### src/design/lbqh_pkg.sv
`timescale 1ns / 1ps
package lbqh_pkg;
  localparam int unsigned DataW = 32;
  localparam int unsigned StepW = 19;
  localparam int unsigned BcntW = 11;
  localparam int unsigned AlphaW = 17;
  localparam int unsigned BndW = 49;
  localparam logic [BndW-1:0] BoundCap = 49'h1_0000_0000_0000;

  localparam logic [2:0] RegLower = 3'd0;
  localparam logic [2:0] RegUpper = 3'd1;
  localparam logic [2:0] RegStep  = 3'd2;
  localparam logic [2:0] RegBcnt  = 3'd3;
  localparam logic [2:0] RegDflt  = 3'd4;

  typedef enum logic [6:0] {
    ST_CLEAR = 7'b0000001,
    ST_IDLE  = 7'b0000010,
    ST_MUL   = 7'b0000100,
    ST_WALK  = 7'b0001000,
    ST_RMW   = 7'b0010000,
    ST_WB    = 7'b0100000,
    ST_OUT   = 7'b1000000
  } state_t;

  typedef struct packed {
    logic         start;
    logic [BndW-1:0] b_in;
  } bstep_req_t;
endpackage

### src/design/lbqh_bnd_step.sv
`timescale 1ns / 1ps
// next boundary: (b*step)>>16 saturated; two registered partial products
module lbqh_bnd_step import lbqh_pkg::*; (
  input  logic                 clk,
  input  bstep_req_t           req,
  input  logic [StepW-1:0]     step,
  output logic [BndW-1:0]      b_out
);
  logic [51:0] hi_r;
  logic [34:0] lo_r;
  logic [52:0] sum;
  always_ff @(posedge clk) begin
    if (req.start) begin
      hi_r <= 52'(req.b_in[BndW-1:16]) * 52'(step);
      lo_r <= 35'(req.b_in[15:0]) * 35'(step);
    end
  end
  assign sum = 53'(hi_r) + 53'(lo_r[34:16]);
  assign b_out = (sum > 53'(BoundCap)) ? BoundCap : sum[BndW-1:0];
endmodule

### config.mk
export PLATFORM = sky130hd
export DESIGN_NAME = lbqh_bnd_step
export DESIGN_NICKNAME = d
export VERILOG_FILES = /design/src/design/lbqh_pkg.sv /design/src/design/lbqh_bnd_step.sv
export SDC_FILE = /design/constraint.sdc
export NUM_CORES = 2
export LEC_CHECK = 0
export BUFFER_PORTS_ARGS = -buffer_cell sky130_fd_sc_hd__buf_4
export CORE_MARGIN = 2
export CORE_UTILIZATION = 30
export CTS_CLUSTER_SIZE = 20
export DETAILED_ROUTE_END_ITERATION = 8
export GPL_TIMING_DRIVEN = 0
export HOLD_SLACK_MARGIN = 0.1
export SYNTH_ARGS = -nofsm -noshare
export SYNTH_HDL_FRONTEND = slang
export SYNTH_SLANG_ARGS = --single-unit
### constraint.sdc
create_clock -name clk -period 6.64 [get_ports clk]
set_input_delay 0.664 -clock clk [delete_from_list [all_inputs] [get_ports clk]]
set_output_delay 0.664 -clock clk [all_outputs]
set_load 0.1 [all_outputs]
==> metrics.md <==
| Metric | Value |
|---|---|
| Run status | completed |
| Number of detailed-route iterations in the first pass | 5 |
| Maximum number of pins on one net before global-route repair | 72 |
| Antenna violation net count after detailed routing | 0 |
| Initial antenna violation count | 8 |
| CTS tree | built |
| Endpoint class of the critical path | register |
| Yosys Warn Count | 0 |
| Type of the tightest min-delay check | input port to register |
| Level count of the clock H-tree | 3 |
| Min setup slack post-route | 0.142 ns |
| Worst slew margin relative to its limit | 0.407 |
| Setup repair after global routing missed its margin | true |
| Required time reported for the critical path endpoint | 6.73 ns |
| Most common cell after layout, fill and taps aside | sky130_fd_sc_hd__inv_1 |
| Wire length of the first global-routing pass | 170000 um |
| Highest-count cells in the layout ignoring fill and taps | sky130_fd_sc_hd__inv_1, sky130_fd_sc_hd__fa_1, sky130_fd_sc_hd__nand2_1 |
| Number of filler instances in the final layout | 11500 |
| Count of vias placed by the detailed router | 25700 |
| Total of flip-flops plus latches after synthesis | 71 |
| Synthesized area per cell | 8.90 um2 |
| Area of the mapped netlist | 33500 um2 |
| Max-slew violations | 0 |
| Total wirelength of the detailed-routed design | 112000 um |
| Predominant post-synthesis flop cell | sky130_fd_sc_hd__edfxtp_1 |
| Max-cap violations | 0 |
| Peak fanout along the critical path | 10 |
| Rows | 122 |
| Area added between synthesis and finish | 15.4% |
| Capture point of the critical path | hi_r[48]$_DFFE_PP_ |
| Final-report setup violation count | 0 |
| Total grt overflow | 0 |
| Fin crit period | 6.50 ns |
| Post-synth EDFFs | 71 |
| Critical Path AT | 6.58 ns |
| Initial DRC Count | 1789 |
| Fmax | 0.154 GHz |
| Y dimension of the die | 338 um |
| Final Hold Fails | 0 |
| Detailed-route DRC error count | 0 |
| CP startpoint | req[40] |
| All-layer global routing usage | 0.196 |
| Library cells used by synthesis | 72 |
| Worst-Margin Slew | 0.886 ns |
| Leading post-synthesis cells by cell area | sky130_fd_sc_hd__fa_1, sky130_fd_sc_hd__inv_1, sky130_fd_sc_hd__ha_1, sky130_fd_sc_hd__and2_1, sky130_fd_sc_hd__edfxtp_1 |
| Maximum buffer depth of the clock tree | 2 |
| Clock transition at the registers of the reported paths | 0.06 ns |
| Number of vias per cell | 4.74 |
| Synth async-reset ratio | 0 |
| Via count of the first global-routing pass | 27200 |
| Pre-CTS setup slack | -2.06 ns |
| Proportion of netlist area held by the largest area contributor | 0.455 |
| Die Area | 115000 um2 |
| Proportion of layout cells with a drive suffix above 1 | 0.118 |
| Period Utilization, post-route | 0.979 |
| I/O pins | 119 |
| Category of the worst setup path launch point | input port |
| Clock sinks | 71 |
| Placeable core region | 111000 um2 |
| Proportion of synthesized chip area in sequential cells | 0.0636 |
| TritonCTS buffer count | 9 |
| Count of nets after finishing | 5016 |
| Dpl hpwl | 95300 um |
| Routed wirelength normalized by instance count | 20.7 um |
| Clock root cell | sky130_fd_sc_hd__clkbuf_16 |
| Area leader, netlist | sky130_fd_sc_hd__fa_1 |
| Classification of the worst setup path | input port to register |
| Chip width | 338 um |
| RD Place Congestion | 0.948 |
| Starting utilization of the core area | 0.303 |
| Net count after synthesis | 4862 |
| IO Port Bufs | 81 |
| Cells after synthesis | 3770 |
-- synth_stat cells (all sizes together) (8+ instances only) --
| library cell | n |
|---|---|
| inv | 908 |
| fa | 762 |
| nand2 | 564 |
| and2 | 441 |
| ha | 260 |
| clkbuf | 167 |
| nor2 | 82 |
| a21oi | 78 |
| edfxtp | 71 |
| xnor2 | 63 |
| a21o | 53 |
| xor2 | 42 |
| nand3 | 33 |
| o21ai | 31 |
| nand4 | 18 |
| nor3 | 17 |
| o21a | 14 |
| a211oi | 13 |
| and3 | 13 |
| buf | 12 |
| o211ai | 11 |
| nor4 | 10 |
| o21bai | 10 |
| a31oi | 8 |
-- flip-flops by register name, indices dropped and copies added, names as in the netlist --
register and cells:
hi_r 52, lo_r 19
-- timing repair --
item | in CTS | in global routing
setup endpoints to repair | 51 | 23
pin swaps | 44 | 92
resized for setup | 332 | 286
cloned | 1 | 1
hold endpoints to repair | 0 | 0
hold buffers | 0 | 0
setup buffers | 17 | 50
-- critical path, stage by stage --
cell and delay [ns]:
sky130_fd_sc_hd__buf_4 0.17, sky130_fd_sc_hd__clkbuf_8 0.22, sky130_fd_sc_hd__nand2_1 0.09, sky130_fd_sc_hd__fa_1 0.57, sky130_fd_sc_hd__fa_1 0.55, sky130_fd_sc_hd__fa_1 0.57
sky130_fd_sc_hd__inv_1 0.07, sky130_fd_sc_hd__fa_1 0.45, sky130_fd_sc_hd__fa_1 0.51, sky130_fd_sc_hd__inv_1 0.05, sky130_fd_sc_hd__fa_1 0.47, sky130_fd_sc_hd__inv_1 0.06
sky130_fd_sc_hd__ha_4 0.23, sky130_fd_sc_hd__a21o_1 0.15, sky130_fd_sc_hd__a21o_1 0.18, sky130_fd_sc_hd__a21oi_2 0.15, sky130_fd_sc_hd__nand4b_1 0.15, sky130_fd_sc_hd__o211ai_1 0.32
sky130_fd_sc_hd__o211ai_1 0.17, sky130_fd_sc_hd__and2_4 0.18, sky130_fd_sc_hd__a31oi_4 0.22, sky130_fd_sc_hd__o31ai_2 0.08, sky130_fd_sc_hd__a21oi_1 0.18, sky130_fd_sc_hd__xnor2_1 0.10
-- logic make-up after synthesis --
kind of cell	Yosys count	synth area share
compound gates	259	0.0535
flops	71	0.0636
mux	6	0.00183
fa+ha+maj	1022	0.552
simple gates	1220	0.180
buf+inv	1087	0.122
xor+xnor	105	0.0274
-- routing by layer --
metal	part of all wire	wire length, um	track usage
met5	0.00071	80	0
met2	0.46	51000	0.321
met4	0.052	5800	0.0858
met1	0.40	45000	0.251
met3	0.090	10100	0.0396
-- through the flow --
stage	utilization	setup TNS, ns	hold slack [ns]	instance area, um2	instances
detailed placement	0.326	-64.16	1.10	36100	5339
global placement	0.326	-62.14	1.10	36100	5339
floorplan	-	0	0.776	33600	3770
finish	0.349	0	0.821	38700	5419
CTS	0.340	0	0.734	37700	5371
global route	0.349	-0.0903	0.850	38700	5417
-- how the worst min path moves through the flow --
| stage | startpoint | to | slack, ns | cells after the start |
|---|---|---|---|---|
| 6_report | req[16] | hi_r[0]$_DFFE_PP_ | 0.82 | 2 |
| 5_1_grt | req[16] | hi_r[0]$_DFFE_PP_ | 0.85 | 2 |
| 4_1_cts | req[16] | hi_r[0]$_DFFE_PP_ | 0.73 | 2 |
| 3_5_place_dp | req[16] | hi_r[0]$_DFFE_PP_ | 1.10 | 2 |
| 3_3_place_gp | req[16] | hi_r[0]$_DFFE_PP_ | 1.10 | 2 |
| 2_1_floorplan | req[49] | hi_r[0]$_DFFE_PP_ | 0.78 | 0 |
-- layout make-up --
type	count	area, um2	share of cell area
multi-input cells	2612	27900	0.721
clock inverters	7	71.3	0.00184
flip-flops and latches	71	2130	0.0551
diodes	2	5.00	0.000129
repair buffers	150	1240	0.0321
plain buffers	172	1850	0.0477
inverters	908	3410	0.0881
clock buffers	9	225	0.00582
well taps	1488	1860	0.0481
Power is left out: the tool's default activity adds up to more than one toggle a clock period on the data nets, which glitch-free logic cannot reach.
